File: src/trse_pkg.sv
`default_nettype none
// ----------------------------------------------------------------------------
// track run sample expander package
// shared types, register map and run flag bit positions
// ----------------------------------------------------------------------------
package trse_pkg;

	// configuration port
	localparam int APB_DW      = 64;
	localparam int APB_AW      = 6;
	localparam int REG_IDX_LSB = 3;

	typedef enum logic [2:0] {
		REG_RUN_FLAGS        = 3'd0,
		REG_BASE_OFFSET      = 3'd1,
		REG_RUN_DATA_OFFSET  = 3'd2,
		REG_FRAG_BOX_OFFSET  = 3'd3,
		REG_DEFAULT_SIZE     = 3'd4,
		REG_DEFAULT_DURATION = 3'd5,
		REG_DEFAULT_FLAGS    = 3'd6,
		REG_FIRST_FLAGS      = 3'd7
	} reg_idx_t;

	// run flag bit positions
	localparam int RF_DATA_OFFSET = 0;
	localparam int RF_FIRST_FLAGS = 2;
	localparam int RF_DURATION    = 8;
	localparam int RF_SIZE        = 9;
	localparam int RF_FLAGS       = 10;
	localparam int RF_CT_OFFSET   = 11;

	// sample flag that marks a non-sync sample
	localparam int NON_SYNC_BIT = 16;

	// queue between front and back, depth a power of two
	localparam int QDEPTH = 2;
	localparam int QPTR_W = $clog2(QDEPTH);
	localparam int QCNT_W = $clog2(QDEPTH + 1);

	typedef enum logic {
		KIND_START = 1'b0,
		KIND_ENTRY = 1'b1
	} item_kind_t;

	typedef struct packed {
		logic [11:0]        run_flags;
		logic [63:0]        base_offset;
		logic signed [31:0] run_data_offset;
		logic [63:0]        fragment_box_offset;
		logic [31:0]        default_size;
		logic [31:0]        default_duration;
		logic [31:0]        default_flags;
		logic [31:0]        first_sample_flags;
	} cfg_t;

	// classified item as it travels through the queue
	typedef struct packed {
		item_kind_t  kind;
		logic [63:0] origin_time;
		logic [63:0] position;
		logic [31:0] size;
		logic [31:0] duration;
		logic [31:0] time_offset;
		logic        is_sync;
	} qent_t;

	typedef struct packed {
		logic [63:0] sample_offset;
		logic [31:0] sample_bytes;
		logic [31:0] sample_span;
		logic [63:0] decode_time;
		logic [63:0] present_time;
		logic        is_sync;
		logic [63:0] payload_after;
		logic [63:0] next_time;
	} result_t;

endpackage
`default_nettype wire

File: src/trse_regs.sv
`default_nettype none
// ----------------------------------------------------------------------------
// configuration registers
// apb-style register file holding the run flags, offsets and defaults
// ----------------------------------------------------------------------------
module trse_regs (
	input  wire logic                        clk,
	input  wire logic                        arst_n,
	input  wire logic                        psel,
	input  wire logic                        penable,
	input  wire logic                        pwrite,
	input  wire logic [trse_pkg::APB_AW-1:0] paddr,
	input  wire logic [trse_pkg::APB_DW-1:0] pwdata,
	output logic      [trse_pkg::APB_DW-1:0] prdata,
	output logic                             pready,
	output trse_pkg::cfg_t                   cfg
);
	import trse_pkg::*;

	cfg_t     cfg_q;
	reg_idx_t idx;
	logic     wr_en;

	assign idx    = reg_idx_t'(paddr[APB_AW-1:REG_IDX_LSB]);
	assign wr_en  = psel && penable && pwrite;
	assign pready = 1'b1;
	assign cfg    = cfg_q;

	always_ff @(posedge clk or negedge arst_n) begin
		if (!arst_n) begin
			cfg_q <= '0;
		end else if (wr_en) begin
			unique case (idx)
				REG_RUN_FLAGS:        cfg_q.run_flags <= pwdata[11:0];
				REG_BASE_OFFSET:      cfg_q.base_offset <= pwdata;
				REG_RUN_DATA_OFFSET:  cfg_q.run_data_offset <= pwdata[31:0];
				REG_FRAG_BOX_OFFSET:  cfg_q.fragment_box_offset <= pwdata;
				REG_DEFAULT_SIZE:     cfg_q.default_size <= pwdata[31:0];
				REG_DEFAULT_DURATION: cfg_q.default_duration <= pwdata[31:0];
				REG_DEFAULT_FLAGS:    cfg_q.default_flags <= pwdata[31:0];
				REG_FIRST_FLAGS:      cfg_q.first_sample_flags <= pwdata[31:0];
			endcase
		end
	end

	always_comb begin
		unique case (idx)
			REG_RUN_FLAGS:        prdata = {52'd0, cfg_q.run_flags};
			REG_BASE_OFFSET:      prdata = cfg_q.base_offset;
			REG_RUN_DATA_OFFSET:  prdata = {32'd0, cfg_q.run_data_offset};
			REG_FRAG_BOX_OFFSET:  prdata = cfg_q.fragment_box_offset;
			REG_DEFAULT_SIZE:     prdata = {32'd0, cfg_q.default_size};
			REG_DEFAULT_DURATION: prdata = {32'd0, cfg_q.default_duration};
			REG_DEFAULT_FLAGS:    prdata = {32'd0, cfg_q.default_flags};
			REG_FIRST_FLAGS:      prdata = {32'd0, cfg_q.first_sample_flags};
		endcase
	end

endmodule
`default_nettype wire

File: src/trse_front.sv
`default_nettype none
// ----------------------------------------------------------------------------
// front end
// accepts items, resolves run position and per-entry fields from the defaults
// ----------------------------------------------------------------------------
module trse_front (
	input  wire logic           clk,
	input  wire logic           arst_n,
	input  wire trse_pkg::cfg_t cfg,
	input  wire logic           in_valid,
	output logic                in_ready,
	input  wire logic           action,
	input  wire logic [63:0]    origin_time,
	input  wire logic [63:0]    payload_position,
	input  wire logic [31:0]    entry_size,
	input  wire logic [31:0]    entry_duration,
	input  wire logic [31:0]    entry_flags,
	input  wire logic [31:0]    entry_time_offset,
	output logic                push_valid,
	input  wire logic           push_ready,
	output trse_pkg::qent_t     push_data
);
	import trse_pkg::*;

	logic        first_pending_q;
	item_kind_t  kind;
	logic [63:0] run_ofs;
	logic [63:0] pos_sum;
	logic [31:0] flags;

	assign kind       = item_kind_t'(action);
	assign in_ready   = push_ready;
	assign push_valid = in_valid;

	// run data offset, sign extended when the run carries one
	assign run_ofs = cfg.run_flags[RF_DATA_OFFSET] ?
		{{32{cfg.run_data_offset[31]}}, cfg.run_data_offset} : 64'd0;
	assign pos_sum = cfg.base_offset + run_ofs;

	always_comb begin
		priority if (first_pending_q && cfg.run_flags[RF_FIRST_FLAGS]) begin
			flags = cfg.first_sample_flags;
		end else if (cfg.run_flags[RF_FLAGS]) begin
			flags = entry_flags;
		end else begin
			flags = cfg.default_flags;
		end
	end

	always_comb begin
		push_data.kind        = kind;
		push_data.origin_time = origin_time;
		// player workaround: offset pointing at the fragment box means payload
		push_data.position    = (pos_sum == cfg.fragment_box_offset) ?
			payload_position : pos_sum;
		push_data.size        = cfg.run_flags[RF_SIZE] ? entry_size : cfg.default_size;
		push_data.duration    = cfg.run_flags[RF_DURATION] ?
			entry_duration : cfg.default_duration;
		push_data.time_offset = cfg.run_flags[RF_CT_OFFSET] ? entry_time_offset : 32'd0;
		push_data.is_sync     = !flags[NON_SYNC_BIT];
	end

	always_ff @(posedge clk or negedge arst_n) begin
		if (!arst_n) begin
			first_pending_q <= 1'b1;
		end else if (in_valid && push_ready) begin
			first_pending_q <= (kind == KIND_START);
		end
	end

endmodule
`default_nettype wire

File: src/trse_queue.sv
`default_nettype none
// ----------------------------------------------------------------------------
// item queue
// short register queue between the front and back ends
// ----------------------------------------------------------------------------
module trse_queue (
	input  wire logic            clk,
	input  wire logic            arst_n,
	input  wire logic            push_valid,
	output logic                 push_ready,
	input  wire trse_pkg::qent_t push_data,
	output logic                 pop_valid,
	input  wire logic            pop_ready,
	output trse_pkg::qent_t      pop_data
);
	import trse_pkg::*;

	qent_t             ent_q [QDEPTH];
	logic [QPTR_W-1:0] wr_q;
	logic [QPTR_W-1:0] rd_q;
	logic [QCNT_W-1:0] cnt_q;
	logic              do_push;
	logic              do_pop;

	assign push_ready = (cnt_q != QCNT_W'(QDEPTH));
	assign pop_valid  = (cnt_q != '0);
	assign pop_data   = ent_q[rd_q];
	assign do_push    = push_valid && push_ready;
	assign do_pop     = pop_valid && pop_ready;

	always_ff @(posedge clk or negedge arst_n) begin
		if (!arst_n) begin
			wr_q  <= '0;
			rd_q  <= '0;
			cnt_q <= '0;
		end else begin
			if (do_push) begin
				wr_q <= wr_q + 1'b1;
			end
			if (do_pop) begin
				rd_q <= rd_q + 1'b1;
			end
			unique case ({do_push, do_pop})
				2'b10:   cnt_q <= cnt_q + 1'b1;
				2'b01:   cnt_q <= cnt_q - 1'b1;
				default: cnt_q <= cnt_q;
			endcase
		end
	end

	always_ff @(posedge clk) begin
		if (do_push) begin
			ent_q[wr_q] <= push_data;
		end
	end

`ifndef ASSERT_OFF
	a_cnt_bound: assert property (@(posedge clk) disable iff (!arst_n)
		cnt_q <= QCNT_W'(QDEPTH))
		else $error("queue fill beyond depth");

	a_cnt_ptrs: assert property (@(posedge clk) disable iff (!arst_n)
		cnt_q[QPTR_W-1:0] == QPTR_W'(wr_q - rd_q))
		else $error("queue fill disagrees with pointers");

	a_cnt_inc: assert property (@(posedge clk) disable iff (!arst_n)
		(do_push && !do_pop) |=> (cnt_q == $past(cnt_q) + 1'b1))
		else $error("queue fill missed a push");
`endif

endmodule
`default_nettype wire

File: src/trse_back.sv
`default_nettype none
// ----------------------------------------------------------------------------
// back end
// applies run starts and emits one sample record per entry
// ----------------------------------------------------------------------------
module trse_back (
	input  wire logic            clk,
	input  wire logic            arst_n,
	input  wire logic            pop_valid,
	output logic                 pop_ready,
	input  wire trse_pkg::qent_t pop_data,
	output logic                 out_valid,
	input  wire logic            out_ready,
	output trse_pkg::result_t    res
);
	import trse_pkg::*;

	logic [63:0] run_time_q;
	logic [63:0] run_pos_q;
	logic [63:0] total_q;
	logic        out_valid_q;
	result_t     res_q;
	logic        take_start;
	logic        take_entry;
	logic [63:0] pos_next;
	logic [63:0] time_next;

	// a start transfer leaves no record, so it never waits on the output
	assign pop_ready  = (pop_data.kind == KIND_START) || !out_valid_q || out_ready;
	assign take_start = pop_valid && pop_ready && (pop_data.kind == KIND_START);
	assign take_entry = pop_valid && pop_ready && (pop_data.kind == KIND_ENTRY);
	assign pos_next   = run_pos_q + {32'd0, pop_data.size};
	assign time_next  = run_time_q + {32'd0, pop_data.duration};
	assign out_valid  = out_valid_q;
	assign res        = res_q;

	always_ff @(posedge clk or negedge arst_n) begin
		if (!arst_n) begin
			run_time_q  <= '0;
			run_pos_q   <= '0;
			total_q     <= '0;
			out_valid_q <= 1'b0;
		end else begin
			if (take_start) begin
				run_pos_q  <= pop_data.position;
				run_time_q <= (pop_data.origin_time != 64'd0) ? pop_data.origin_time : total_q;
			end else if (take_entry) begin
				run_pos_q  <= pos_next;
				run_time_q <= time_next;
				total_q    <= total_q + {32'd0, pop_data.duration};
			end
			if (take_entry) begin
				out_valid_q <= 1'b1;
			end else if (out_ready) begin
				out_valid_q <= 1'b0;
			end
		end
	end

	always_ff @(posedge clk) begin
		if (take_entry) begin
			res_q.sample_offset <= run_pos_q;
			res_q.sample_bytes  <= pop_data.size;
			res_q.sample_span   <= pop_data.duration;
			res_q.decode_time   <= run_time_q;
			res_q.present_time  <= run_time_q + {32'd0, pop_data.time_offset};
			res_q.is_sync       <= pop_data.is_sync;
			res_q.payload_after <= pos_next;
			res_q.next_time     <= time_next;
		end
	end

endmodule
`default_nettype wire

File: src/track_run_sample_expander_top.sv
`default_nettype none
// ----------------------------------------------------------------------------
// track run sample expander
// an entry is registered in the queue, then its record in the output register
// throughput: one item per cycle while out_ready takes records; each entry's
// 64-bit offset and time adds close in the back end, which sets the rate
// reset: asynchronous, clears registers, queue and run state; no clearing pass
// ----------------------------------------------------------------------------
module track_run_sample_expander_top (
	input  wire logic                        clk,
	input  wire logic                        arst_n,
	input  wire logic                        psel,
	input  wire logic                        penable,
	input  wire logic                        pwrite,
	input  wire logic [trse_pkg::APB_AW-1:0] paddr,
	input  wire logic [trse_pkg::APB_DW-1:0] pwdata,
	output logic      [trse_pkg::APB_DW-1:0] prdata,
	output logic                             pready,
	input  wire logic                        in_valid,
	output logic                             in_ready,
	input  wire logic                        action,
	input  wire logic [63:0]                 origin_time,
	input  wire logic [63:0]                 payload_position,
	input  wire logic [31:0]                 entry_size,
	input  wire logic [31:0]                 entry_duration,
	input  wire logic [31:0]                 entry_flags,
	input  wire logic [31:0]                 entry_time_offset,
	output logic                             out_valid,
	input  wire logic                        out_ready,
	output logic      [63:0]                 sample_offset,
	output logic      [31:0]                 sample_bytes,
	output logic      [31:0]                 sample_span,
	output logic      [63:0]                 decode_time,
	output logic      [63:0]                 present_time,
	output logic                             is_sync,
	output logic      [63:0]                 payload_after,
	output logic      [63:0]                 next_time
);
	import trse_pkg::*;

	cfg_t    cfg;
	qent_t   push_data;
	qent_t   pop_data;
	result_t res;
	logic    push_valid;
	logic    push_ready;
	logic    pop_valid;
	logic    pop_ready;

	trse_regs u_regs (
		.clk     (clk),
		.arst_n  (arst_n),
		.psel    (psel),
		.penable (penable),
		.pwrite  (pwrite),
		.paddr   (paddr),
		.pwdata  (pwdata),
		.prdata  (prdata),
		.pready  (pready),
		.cfg     (cfg)
	);

	trse_front u_front (
		.clk               (clk),
		.arst_n            (arst_n),
		.cfg               (cfg),
		.in_valid          (in_valid),
		.in_ready          (in_ready),
		.action            (action),
		.origin_time       (origin_time),
		.payload_position  (payload_position),
		.entry_size        (entry_size),
		.entry_duration    (entry_duration),
		.entry_flags       (entry_flags),
		.entry_time_offset (entry_time_offset),
		.push_valid        (push_valid),
		.push_ready        (push_ready),
		.push_data         (push_data)
	);

	trse_queue u_queue (
		.clk        (clk),
		.arst_n     (arst_n),
		.push_valid (push_valid),
		.push_ready (push_ready),
		.push_data  (push_data),
		.pop_valid  (pop_valid),
		.pop_ready  (pop_ready),
		.pop_data   (pop_data)
	);

	trse_back u_back (
		.clk       (clk),
		.arst_n    (arst_n),
		.pop_valid (pop_valid),
		.pop_ready (pop_ready),
		.pop_data  (pop_data),
		.out_valid (out_valid),
		.out_ready (out_ready),
		.res       (res)
	);

	assign sample_offset = res.sample_offset;
	assign sample_bytes  = res.sample_bytes;
	assign sample_span   = res.sample_span;
	assign decode_time   = res.decode_time;
	assign present_time  = res.present_time;
	assign is_sync       = res.is_sync;
	assign payload_after = res.payload_after;
	assign next_time     = res.next_time;

endmodule
`default_nettype wire

File: config.mk
export PLATFORM = sky130hd
export DESIGN_NAME = track_run_sample_expander_top
export DESIGN_NICKNAME = d
export VERILOG_FILES = /design/src/trse_pkg.sv /design/src/trse_regs.sv /design/src/trse_front.sv /design/src/trse_queue.sv /design/src/trse_back.sv /design/src/track_run_sample_expander_top.sv
export SDC_FILE = /design/constraint.sdc
export NUM_CORES = 2
export LEC_CHECK = 0
export ABC_AREA = 1
export BUFFER_PORTS_ARGS = -buffer_cell sky130_fd_sc_hd__buf_2
export CORE_ASPECT_RATIO = 0.75
export CORE_MARGIN = 10
export CORE_UTILIZATION = 45
export CTS_CLUSTER_DIAMETER = 30
export DETAILED_ROUTE_END_ITERATION = 8
export SYNTH_ARGS = -nofsm -noshare
export SYNTH_HDL_FRONTEND = slang
export SYNTH_SLANG_ARGS = --single-unit
File: constraint.sdc
create_clock -name clk -period 41.6 [get_ports clk]
set_input_delay 10.4 -clock clk [delete_from_list [all_inputs] [get_ports clk]]
set_output_delay 10.4 -clock clk [all_outputs]
set_load 0.02 [all_outputs]
==> impl_metrics.sql <==
INSERT INTO impl_metrics (metric_group, metric, value, unit) VALUES
('yosys', 'mappedNetlistArea', '0.06775', 'mm2'),
('grt', 'gr-usage-all-layers', '31.66', '%'),
('cts', 'tritoncts_num_sinks', '1335', ''),
('grt', 'grt_max_degree', '125', ''),
('final_layout', 'final_layout_size_suffix_gt1_share', '15.86', '%'),
('critical_path', 'worstSetupEndpointType', 'output port', ''),
('pwr', 'power.combinational.fraction', '40.1', '%'),
('cts', 'cts_hold_buffers', '0', ''),
('pwr', 'p_leak', '37.84', 'nW'),
('pwr', 'p_int', '4.392', 'mW'),
('pwr', 'p_sw', '3.267', 'mW'),
('yosys', 'synth_top_cell_by_area', 'edfxtp_1', ''),
('sta', 'timing_max_transition_violations_final', '0', ''),
('yosys', 'number_of_standard_cells_after_synthesis', '7494', ''),
('hold_path', 'worst_hold_path_type', 'flip-flop to flip-flop', ''),
('sta', 'worst_slack', '18.37', 'ns'),
('grt', 'grt_overflow_total', '0', ''),
('detailed_routing', 'finalWirelength', '273500', 'um'),
('final_layout', 'design.final.nets', '8838', ''),
('cts', 'tritoncts.num_buffers', '280', ''),
('yosys', 'synth-edff-count', '837', ''),
('sta', 'fmax', '0.04304', 'GHz'),
('detailed_routing', 'wl_per_cell', '25.89', 'um'),
('sta', 'max_slew_headroom', '9.582', '%'),
('cts', 'tritoncts', 'done', ''),
('placement', 'io_buffers', '750', ''),
('placement', 'place_ws', '18.48', 'ns'),
('yosys', 'synthesis.area_per_instance', '9.041', 'um2'),
('die', 'area_of_the_core_region', '0.1497', 'mm2'),
('die', 'start_util', '45.25', '%'),
('critical_path', 'path_cells', 'buf_2 -> inv_1 -> nor3_2 -> buf_4 -> clkinv_1 -> buf_4 -> o22ai_1 -> buf_2', ''),
('pwr', 'vdd_ir_drop_max', '72.48', 'uV'),
('detailed_routing', 'first_pass_iters', '6', ''),
('critical_path', 'worst-endpoint-arrival', '12.83', 'ns'),
('placement', 'place.gp.congestion', '0.9805', ''),
('sta', 'timing.final.crit_share', '55.85', '%'),
('sta', 'final-hold-violation-count', '0', ''),
('pwr', 'share_seq_of_total_power', '31.5', '%'),
('flow_run', 'maxCapViolCount', '0', ''),
('die', 'chipHeight', '356.0', 'um'),
('final_layout', 'syn_to_final_growth', '22.03', '%'),
('sta', 'worst_pin_slew', '1.342', 'ns'),
('yosys', 'synth_top_cell_area_share', '37.10', '%'),
('sta', 'timing.clock.skew', '0.05899', 'ns'),
('cts', 'clock_input_transition_at_the_sequential_cells_of_the_worst_setup_and_hold_paths', '0.06', 'ns'),
('cts', 'root_buffer', 'clkbuf_16', ''),
('status', 'run_status', 'complete, no violations', ''),
('cts', 'post-cts-setup-buffer-count', '0', ''),
('yosys', 'asyncSetResetFlopFracSynth', '37.30', '%'),
('detailed_routing', 'postRouteAntennaNets', '0', ''),
('yosys', 'synthesis.nets', '7994', ''),
('yosys', 'post_synth_most_frequent_cells', '2229 x nand2_1, 873 x inv_1, 837 x edfxtp_1', ''),
('critical_path', 'data_required_critical_path', '31.20', 'ns'),
('yosys', 'yosys_warning_count', '0', ''),
('die', 'die_area', '0.1666', 'mm2'),
('sta', 'report.final.setup_viol', '0', ''),
('grt', 'first_global_vias', '55110', ''),
('critical_path', 'worst-setup-path-type', 'input pin to output port', ''),
('cts', 'clk-insertion-delay-late', '0.90', 'ns'),
('yosys', 'synth_top_cells_by_area', 'edfxtp_1 37%, dfrtp_1 18%, nand2_1 12%', ''),
('yosys', 'synth_top_flop_cell', 'edfxtp_1', ''),
('cts', 'htreeDepth', '5', ''),
('detailed_routing', 'drt-initial-drc-count', '7132', ''),
('detailed_routing', 'routed-via-count', '58520', ''),
('placement', 'hpwlAfterDp', '209300', 'um'),
('critical_path', 'critPathLaunchType', 'input pin', ''),
('yosys', 'postSynthRegisterBits', '1335', ''),
('grt', 'grt_antenna_before_repair', '54', ''),
('pwr', 'power.clock.fraction', '28.3', '%'),
('critical_path', 'crit_slowest_cell', 'clkinv_1', ''),
('detailed_routing', 'vias_per_cell', '5.539', '');
-- worst max-delay path, delay by kind of cell --
kind | cells | cell delay, ns
buf+inv | 6 | 1.97
compound gates | 1 | 0.26
simple gates | 1 | 0.16
-- power by group through the flow --
stage          sequential (mW)  combinational [mW]  clock, mW
4_1_cts                   2.41                3.05       2.19
2_1_floorplan             2.65                1.69          0
3_5_place_dp              2.42                3.03          0
5_1_grt                   2.45                3.34       2.26
3_3_place_gp              2.42                3.01          0
6_report                  2.41                3.07       2.17
-- final timing paths --
path                                             startpoint                              end  slack (ns)  cells after the start
max                                                paddr[3]                       prdata[47]       18.37                      8
min                        u_back.run_pos_q[45]$_DFFE_PN0P_        u_back.res[366]$_DFFE_PP_        0.47                      0
max reg2reg                     u_regs.cfg[288]$_DFFE_PN0P_  u_queue.ent_q[1][102]$_DFFE_PP_       34.69                     21
min reg2reg                u_back.run_pos_q[45]$_DFFE_PN0P_        u_back.res[366]$_DFFE_PP_        0.47                      0
max in group asynchronous                            arst_n   u_back.total_q[24]$_DFFE_PN0P_       29.31                      4
min in group asynchronous                            arst_n      u_regs.cfg[281]$_DFFE_PN0P_        9.53                      1
-- per-stage QoR --
step	hold WS [ns]	cells	util [%]	total power, mW	cell area [um2]
floorplan	0.4231	7494	-	4.345	67750
global placement	0.4599	10060	49.08	5.425	73490
CTS	0.4681	10540	55.17	7.650	82620
detailed placement	0.4697	10060	49.08	5.456	73490
finish	0.4690	10570	55.21	7.659	82680
global route	0.4818	10560	55.20	8.054	82660
-- registers in the layout, summed over array words and instances (netlist names) --
register	flops
u_queue.ent_q	452
u_back.res	385
u_regs.cfg	300
u_back.run_pos_q	64
u_back.run_time_q	64
u_back.total_q	64
u_queue.cnt_q	2
u_back.out_valid	1
u_front.first_pending_q	1
u_queue.rd_q	1
u_queue.wr_q	1
-- per-layer routing --
layer / wire length [um] / part of all wire (%) / up-vias / track usage [%]
li1: - / - / 26800 / -
met1: 116100 / 42 / 28370 / 44.20
met2: 119300 / 44 / 2858 / 46.66
met3: 25690 / 9.4 / 481 / 7.641
met4: 12390 / 4.5 / 12 / 14.07
met5: 72 / 0.026 / - / 0
-- cell type report --
class,count,area [um2]
well taps,2000,2502
flip-flops and latches,1335,37610
multi-input cells,5023,25790
diodes,24,60.06
clock inverters,155,1705
inverters,883,3327
repair buffers,815,4264
clock buffers,330,7422
fillers,13580,67070
-- kinds of logic (layout without fill, tap and decap cells) --
group | Yosys count | after routing | synth area share (%)
buffers and inverters | 1136 | 2183 | 6.626
adder cells (fa/ha/maj) | 166 | 166 | 3.121
other | 1 | 25 | 0.005535
XOR/XNOR | 308 | 308 | 4.065
AND/OR/NAND/NOR | 3316 | 3316 | 19.99
AO/OA/AOI/OAI | 1184 | 1184 | 9.993
multiplexers | 48 | 48 | 0.7091
flip-flops | 1335 | 1335 | 55.49
-- placed cells by master, fill, tap and decap left out, types with 41 or more instances in the layout --
cell          n
nand2_1    2225
inv_1       871
edfxtp_1    837
buf_2       749
o21ai_0     540
nor2_1      525
dfrtp_1     492
a21oi_1     306
clkbuf_16   286
nand3_1     249
xor2_1      220
ha_1        161
nand4_1     126
xnor2_1      84
buf_4        64
nor3_1       59
o22ai_1      58
mux2i_1      48
o211ai_1     44
a31oi_1      41
Power figures use the tool's default switching activity.
